**src/rtl/sorted_insert_priority_queue_assert.svh**
```systemverilog
// assertion macros for the priority queue top level
`ifndef SORTED_INSERT_PRIORITY_QUEUE_ASSERT_SVH
`define SORTED_INSERT_PRIORITY_QUEUE_ASSERT_SVH

// property checked at every rising clock edge outside reset
`define SPIQ_ASSERT(lbl, prop, msg) \
  lbl: assert property (@(posedge clk_i) disable iff (!rst_ni) (prop)) else $error(msg);

// condition in one cycle implies a consequence in the next
`define SPIQ_ASSERT_NEXT(lbl, pre, post, msg) \
  lbl: assert property (@(posedge clk_i) disable iff (!rst_ni) (pre) |=> (post)) \
    else $error(msg);

`endif

```
**src/rtl/spiq_pkg.sv**
```systemverilog
// shared types and constants of the sorted-insert priority queue
`timescale 1ns / 1ps
`default_nettype none

package spiq_pkg;

  localparam int CapacityDef = 16;
  localparam int PrioW       = 8;
  localparam int CharW       = 8;
  localparam int StatusW     = 2;
  localparam int CountOutW   = 5;

  localparam logic [StatusW-1:0] StOk    = 2'd0;
  localparam logic [StatusW-1:0] StFull  = 2'd1;
  localparam logic [StatusW-1:0] StEmpty = 2'd2;

  localparam logic OpEnq = 1'b0;
  localparam logic OpDeq = 1'b1;

  typedef struct packed {
    logic [PrioW-1:0] prio;
    logic [CharW-1:0] chr;
  } entry_t;

  // per-cycle command broadcast to every cell
  typedef struct packed {
    logic shift_in;   // insert the new entry, cells above the slot move back
    logic shift_out;  // head leaves, every cell takes its right neighbour
  } ctrl_t;

endpackage

`default_nettype wire

```
**src/rtl/spiq_cell.sv**
```systemverilog
// one storage cell of the shift-register priority queue
`timescale 1ns / 1ps
`default_nettype none

module spiq_cell (
  input  wire                     clk_i,
  input  wire spiq_pkg::ctrl_t    ctrl_i,
  input  wire spiq_pkg::entry_t   new_entry_i,
  input  wire                     occupied_i,
  input  wire                     left_stay_i,
  input  wire spiq_pkg::entry_t   left_entry_i,
  input  wire spiq_pkg::entry_t   right_entry_i,
  output spiq_pkg::entry_t        entry_o,
  output logic                    stay_o
);
  import spiq_pkg::*;

  entry_t entry_q, entry_d;

  // held entry is not later than the new one, so it keeps its place
  assign stay_o  = occupied_i && (entry_q.prio <= new_entry_i.prio);
  assign entry_o = entry_q;

  always_comb begin
    entry_d = entry_q;
    if (ctrl_i.shift_in) begin
      if (stay_o) begin
        entry_d = entry_q;
      end else if (left_stay_i) begin
        entry_d = new_entry_i;
      end else begin
        entry_d = left_entry_i;
      end
    end else if (ctrl_i.shift_out) begin
      entry_d = right_entry_i;
    end
  end

  always_ff @(posedge clk_i) begin
    entry_q <= entry_d;
  end

endmodule

`default_nettype wire

```
**src/rtl/sorted_insert_priority_queue.sv**
```systemverilog
// top level of the sorted-insert priority queue built as a chain of cells
//
//  channel  dir  tdata (low bit up)                        tuser
//  s_axis   in   entry_prio[7:0] entry_char[15:8]          op[0]
//  m_axis   out  out_prio[7:0] out_char[15:8] count[20:16] status[1:0]
//                is_empty[21] is_full[22] zero[23]
//
//  one request per cycle unless stalled; its result is in the output register on the next
//  the whole chain of cells updates in that one cycle: each cell compares its own
//  priority with the new one and picks keep, new, left or right neighbour
//  while a result waits unaccepted, s_axis_tready stays low unless it leaves this cycle
//  reset clears the fill count and the output valid; cell contents need no clearing
`timescale 1ns / 1ps
`default_nettype none

module sorted_insert_priority_queue #(
  parameter int CAPACITY = spiq_pkg::CapacityDef
) (
  input  wire         clk_i,
  input  wire         rst_ni,
  input  wire         s_axis_tvalid,
  output logic        s_axis_tready,
  input  wire  [15:0] s_axis_tdata,   // entry_prio, entry_char
  input  wire  [0:0]  s_axis_tuser,   // op
  output logic        m_axis_tvalid,
  input  wire         m_axis_tready,
  output logic [23:0] m_axis_tdata,   // out_prio, out_char, count, is_empty, is_full, pad
  output logic [1:0]  m_axis_tuser    // status
);
  import spiq_pkg::*;

  localparam int CntW = $clog2(CAPACITY + 1);

  // fill count: cells below it hold valid entries in sorted order
  logic [CntW-1:0] count_q, count_d;

  logic   accept;
  logic   op;
  entry_t new_entry;
  ctrl_t  ctrl;
  logic   is_full_now;
  logic   is_empty_now;

  entry_t cell_entry [CAPACITY];
  logic   cell_stay  [CAPACITY];

  // result register
  logic               res_valid_q;
  logic [StatusW-1:0] res_status_q, res_status_d;
  entry_t             res_entry_q, res_entry_d;
  logic [CntW-1:0]    res_count_q;

  assign s_axis_tready  = !res_valid_q || m_axis_tready;
  assign accept         = s_axis_tvalid && s_axis_tready;
  assign op             = s_axis_tuser[0];
  assign new_entry.prio = s_axis_tdata[PrioW-1:0];
  assign new_entry.chr  = s_axis_tdata[PrioW+CharW-1:PrioW];

  assign is_full_now  = (count_q == CntW'(CAPACITY));
  assign is_empty_now = (count_q == '0);

  // rejected requests leave the chain untouched
  assign ctrl.shift_in  = accept && (op == OpEnq) && !is_full_now;
  assign ctrl.shift_out = accept && (op == OpDeq) && !is_empty_now;

  // the chain: cell 0 is the head
  for (genvar i = 0; i < CAPACITY; i++) begin : g_cell
    logic   occupied;
    logic   left_stay;
    entry_t left_entry;
    entry_t right_entry;

    assign occupied = (CntW'(i) < count_q);

    if (i == 0) begin : g_head
      assign left_stay  = 1'b1;
      assign left_entry = new_entry;
    end else begin : g_body
      assign left_stay  = cell_stay[i-1];
      assign left_entry = cell_entry[i-1];
    end

    if (i == CAPACITY - 1) begin : g_tail
      assign right_entry = '0;
    end else begin : g_inner
      assign right_entry = cell_entry[i+1];
    end

    spiq_cell u_cell (
      .clk_i         (clk_i),
      .ctrl_i        (ctrl),
      .new_entry_i   (new_entry),
      .occupied_i    (occupied),
      .left_stay_i   (left_stay),
      .left_entry_i  (left_entry),
      .right_entry_i (right_entry),
      .entry_o       (cell_entry[i]),
      .stay_o        (cell_stay[i])
    );
  end

  // count and result of the request taken this cycle
  always_comb begin
    count_d      = count_q;
    res_status_d = StOk;
    res_entry_d  = '0;
    if (op == OpEnq) begin
      if (is_full_now) begin
        res_status_d = StFull;
      end else begin
        count_d = count_q + CntW'(1);
      end
    end else begin
      if (is_empty_now) begin
        res_status_d = StEmpty;
      end else begin
        count_d     = count_q - CntW'(1);
        res_entry_d = cell_entry[0];
      end
    end
  end

  always_ff @(posedge clk_i or negedge rst_ni) begin
    if (!rst_ni) begin
      count_q     <= '0;
      res_valid_q <= 1'b0;
    end else begin
      if (accept) begin
        count_q     <= count_d;
        res_valid_q <= 1'b1;
      end else if (m_axis_tready) begin
        res_valid_q <= 1'b0;
      end
    end
  end

  always_ff @(posedge clk_i) begin
    if (accept) begin
      res_status_q <= res_status_d;
      res_entry_q  <= res_entry_d;
      res_count_q  <= count_d;
    end
  end

  assign m_axis_tvalid = res_valid_q;
  assign m_axis_tuser  = res_status_q;
  assign m_axis_tdata  = {1'b0,
                          (res_count_q == CntW'(CAPACITY)),
                          (res_count_q == '0),
                          CountOutW'(res_count_q),
                          res_entry_q.chr,
                          res_entry_q.prio};

  `include "sorted_insert_priority_queue_assert.svh"

  `SPIQ_ASSERT(a_count_bound, count_q <= CntW'(CAPACITY), "fill count above capacity")
  `SPIQ_ASSERT(a_head_sorted, (count_q >= CntW'(2)) |-> (cell_entry[0].prio <= cell_entry[1].prio), "head out of order")
  `SPIQ_ASSERT_NEXT(a_deq_count, ctrl.shift_out, count_q == $past(count_q) - CntW'(1), "dequeue did not drop count")
  `SPIQ_ASSERT_NEXT(a_deq_head, ctrl.shift_out, res_entry_q.prio == $past(cell_entry[0].prio), "dequeued entry is not the head")
  `SPIQ_ASSERT_NEXT(a_full_reject, accept && (op == OpEnq) && is_full_now, $stable(count_q) && (res_status_q == StFull), "full enqueue not rejected")

endmodule

`default_nettype wire

```
**config.mk**
```make
export PLATFORM = sky130hd
export DESIGN_NAME = sorted_insert_priority_queue
export DESIGN_NICKNAME = d
export VERILOG_FILES = /design/src/rtl/spiq_pkg.sv /design/src/rtl/spiq_cell.sv /design/src/rtl/sorted_insert_priority_queue.sv
export VERILOG_INCLUDE_DIRS = /design/src /design/src/rtl
export SDC_FILE = /design/constraint.sdc
export NUM_CORES = 1
export LEC_CHECK = 0
export ABC_AREA = 1
export BUFFER_PORTS_ARGS = -buffer_cell sky130_fd_sc_hd__buf_4
export CORE_MARGIN = 3
export CORE_UTILIZATION = 35
export CTS_BUF_LIST = sky130_fd_sc_hd__clkbuf_8
export CTS_CLUSTER_DIAMETER = 120
export CTS_CLUSTER_SIZE = 20
export DETAILED_ROUTE_END_ITERATION = 8
export HOLD_SLACK_MARGIN = 0.08
export PLACE_DENSITY_LB_ADDON = 0.12
export SLEW_MARGIN = 20
export SYNTH_ARGS = -nofsm -noshare
export SYNTH_HDL_FRONTEND = slang
export SYNTH_SLANG_ARGS = --single-unit
```
**constraint.sdc**
```tcl
create_clock -name clk_i -period 4.3 [get_ports clk_i]
set_input_delay 0.43 -clock clk_i [delete_from_list [all_inputs] [get_ports clk_i]]
set_output_delay 0.43 -clock clk_i [all_outputs]
set_load 0.02 [all_outputs]
```
==> metrics.md <==
| Metric | Value |
|---|---|
| R2r startpoint | count_q[0] |
| Die height | 235.8 um |
| Ports | 49 |
| CP Cell Sequence | clkinv_1 > ha_1 > nand3_2 > nand2_4 > nor2_8 > buf_4 > nand2_1 > o21ai_0 |
| DRT antenna net count | 0 |
| GPL Wtd Cong | 0.8072 |
| Initial Utilization | 35.66% |
| Reg2reg path depth | 8 |
| Startpoint types | flop |
| Crit Path Class | reg2reg |
| Worst-path clk slew | 140 ps |
| Syn Inst Count | 2400 |
| Clock Tree Root | clkbuf_8 |
| Fmax | 309.0 MHz |
| Clk sink count | 285 |
| DRC Markers | 0 |
| Worst R2R End | g_cell[0].u_cell.entry_o[15] |
| Hold path depth | 2 |
| Worst R2R Setup Slack | 1060 ps |
| Vias | 15100 |
| CTS tree | yes |
| Period utilisation layout | 75.27% |
| Worst-Margin Slew | 1122 ps |
| Class of the worst hold path | in2reg |
| Sequential share of power | 45.4% |
| Synth warn | 0 |
| Placed Area | 0.01947 mm^2 |
| Core Footprint | 0.05182 mm^2 |
| RSZ-0062 raised after global routing | false |
| First-pass GRT wire length | 88940 um |
| Gate power share | 41.1% |
| HPWL Detailed | 41360 um |
| Mapped cell area | 0.01848 mm^2 |
| Largest delay contributor family on the critical path | simple AND/OR/NAND/NOR gates |
| Initial antenna violation count | 3 |
| Final instance area | 0.01982 mm^2 |
| Final hold slack | 144.4 ps |
| Share of the synthesized area in the top cell type | 45.34% |
| Fin Setup TNS | 0 ps |
| Net count, final | 2571 |
| Tmin final | 3237 ps |
| Max-Cap Viols | 0 |
| Final hold vios | 0 |
| Skew-Pair Late Insertion Delay | 600 ps |
| Max IR drop VDD | 0.2467 mV |
| Total Die Area | 0.05559 mm^2 |
| Vias in the first global route | 15250 |
| GRT Overall Usage | 20.49% |
| Leakage power | 11.11 nW |
| Top cells by area, synth | edfxtp_1, nand2_1, ha_1 |
| Mean area per synthesized cell | 7.700 um^2 |
| Power density over the cells | 514.5 mW/mm^2 |
| Flops & latches, synth | 285 |
| Skew final | 50.82 ps |
| Slowest stage cell on the critical path | nand2_1 |
| Initial DRC count | 1138 |
| Status | complete, no violations |
| Data required time at the worst endpoint | 4700 ps |
| Switching pwr | 4.404 mW |
| Startpoint of the worst hold path | s_axis_tuser |
| Largest fanout on the critical path | 18 |
| Synth-to-Final Area Change | 7.231% |
| Pin count of the biggest net entering global routing | 150 |
| Slew HR | 25.04% |
| Min-Delay Endpoint | m_axis_tuser[0] |
| Syn_nets | 2553 |
| Crit path buffers/inverters | 2 |
| Cts bufs inserted | 18 |
| Detailed-route wire length | 58170 um |
| DR vias/cell | 4.852 |
| Clock Path Buffers | 3 |
| Sequential fraction of the synthesis area | 46.15% |
| Width of the die | 235.8 um |
| Fin. max-slew vios | 0 |
| Std-Cell Rows | 83 |
| Switching power share of the total | 43.19% |
| Layout cell share with drive strength beyond 1 | 8.107% |
| Global route overflow | 0 |
| Post-CTS Setup Repair Bufs | 0 |
| I/O Buffers | 47 |
| CP endpoint kind | flop |
| Post-synth top area cell | edfxtp_1 |
| CP max stage delay | 630 ps |
| Data arrival, critical path | 3640 ps |
| Number of iterations in the first detailed-routing pass | 5 |
| Clock group share of total power | 13.6% |
| H-tree Lvls | 1 |
| P_int | 5.792 mW |
| Synth cell types | 37 |
| Wire per inst | 18.70 um |
| Final setup viols | 0 |
## synthesized netlist by cell type (all sizes together)
cell type and n:
a21o 14, a21oi 50, a31oi 2, a41oi 1
buf 69, clkbuf 16, clkinv 1, conb 1
dfrtp 6, edfxtp 279, ha 132, inv 297
nand2 1381, nand3 20, nand4 19, nor2 72
o211ai 1, o21a 1, o21ai 29, o21bai 1
o22ai 1, or4 1, xnor2 2, xor2 4
## cell usage in the layout (no fill, tap or decap), drive strengths merged, types with 2 or more instances in the layout
master / count
a31oi: 2
nand2: 1381
ha: 132
clkbuf: 19
dfrtp: 6
a21o: 14
xor2: 4
nor2: 72
dlygate4sd3: 2
xnor2: 2
nand3: 20
o21ai: 29
buf: 81
nand4: 19
inv: 310
a21oi: 50
edfxtp: 279
## cell type report
cell class	instances	area, um^2
Fill cell	5463	32000
Multi-Input combinational cell	1732	8333
Tap cell	680	850.8
Clock inverter	13	61.31
Timing Repair Buffer	83	653.1
Inverter	298	1126
Sequential cell	285	8528
Clock buffer	19	261.5
Antenna cell	1	2.502
## worst reg2reg max path: cells and delay by family (launching register included)
family | cells | cell delay [ps]
DFF | 1 | 460
and+or+nand+nor | 4 | 1200
AOI/OAI and AO/OA | 1 | 370
adders and majority gates | 1 | 330
buffers and inverters | 2 | 690
## how the worst max path moves through the flow
stage	start	end	slack, ps	depth (start not counted)
after detailed placement	s_axis_tdata[2]	g_cell[1].u_cell.entry_o[6]	790	14
after floorplan	s_axis_tdata[1]	g_cell[14].u_cell.entry_o[0]	1040	12
final	count_q[0]	g_cell[0].u_cell.entry_o[15]	1060	8
after global routing	count_q[0]	g_cell[7].u_cell.entry_o[15]	840	10
after CTS	count_q[0]	g_cell[14].u_cell.entry_o[1]	1070	10
after global placement	s_axis_tdata[2]	g_cell[1].u_cell.entry_o[0]	850	14
## what timing repair did
action	in CTS	in global routing
hold buffers	2	0
hold endpoints to repair	7	0
gates resized for setup	0	0
## power by group through the flow
| stage | Clock, mW | Sequential [mW] | Combinational, mW |
|---|---|---|---|
| final | 1.38 | 4.63 | 4.19 |
| after CTS | 1.44 | 4.63 | 4.23 |
| after detailed placement | 0 | 4.69 | 4.21 |
| after global placement | 0 | 4.70 | 4.13 |
| after global routing | 1.51 | 4.70 | 4.83 |
| after floorplan | 0 | 4.44 | 3.09 |
## cells by family (layout without fill, tap and decap cells)
kind of cell | after synthesis | in the layout | share of synthesized area (%)
compound gates | 100 | 100 | 2.979
xor+xnor | 6 | 6 | 0.2844
fa+ha+maj | 132 | 132 | 8.937
buf+inv | 383 | 413 | 8.761
flops | 285 | 285 | 46.15
other cells | 1 | 2 | 0.02029
simple gates | 1493 | 1493 | 32.87
## state kept, by name (all words and copies together), names as in the netlist
name                   flops
count_q                    5
m_axis_tuser               2
m_axis_tdata              16
res_count_q                5
g_cell.u_cell.entry_o    256
m_axis_tvalid              1
## per-stage QoR
stage,setup WS [ps],total power [mW],utilization (%),cells
3_3_place_gp,846.6,8.830,37.57,3076
3_5_place_dp,794.8,8.895,37.57,3076
6_report,1063,10.20,38.24,3111
2_1_floorplan,1044,7.525,-,2400
4_1_cts,1074,10.29,38.23,3110
5_1_grt,835.6,11.04,38.24,3111
## per-layer routing
layer	vias to the layer above	track usage [%]	routed length (um)
met5	-	0	0
met4	0	4.167	1142
met3	67	2.514	2864
met2	341	35.55	28090
met1	7210	27.58	26070
li1	7477	-	-
Note: power is estimated with default switching activity, not from simulation.
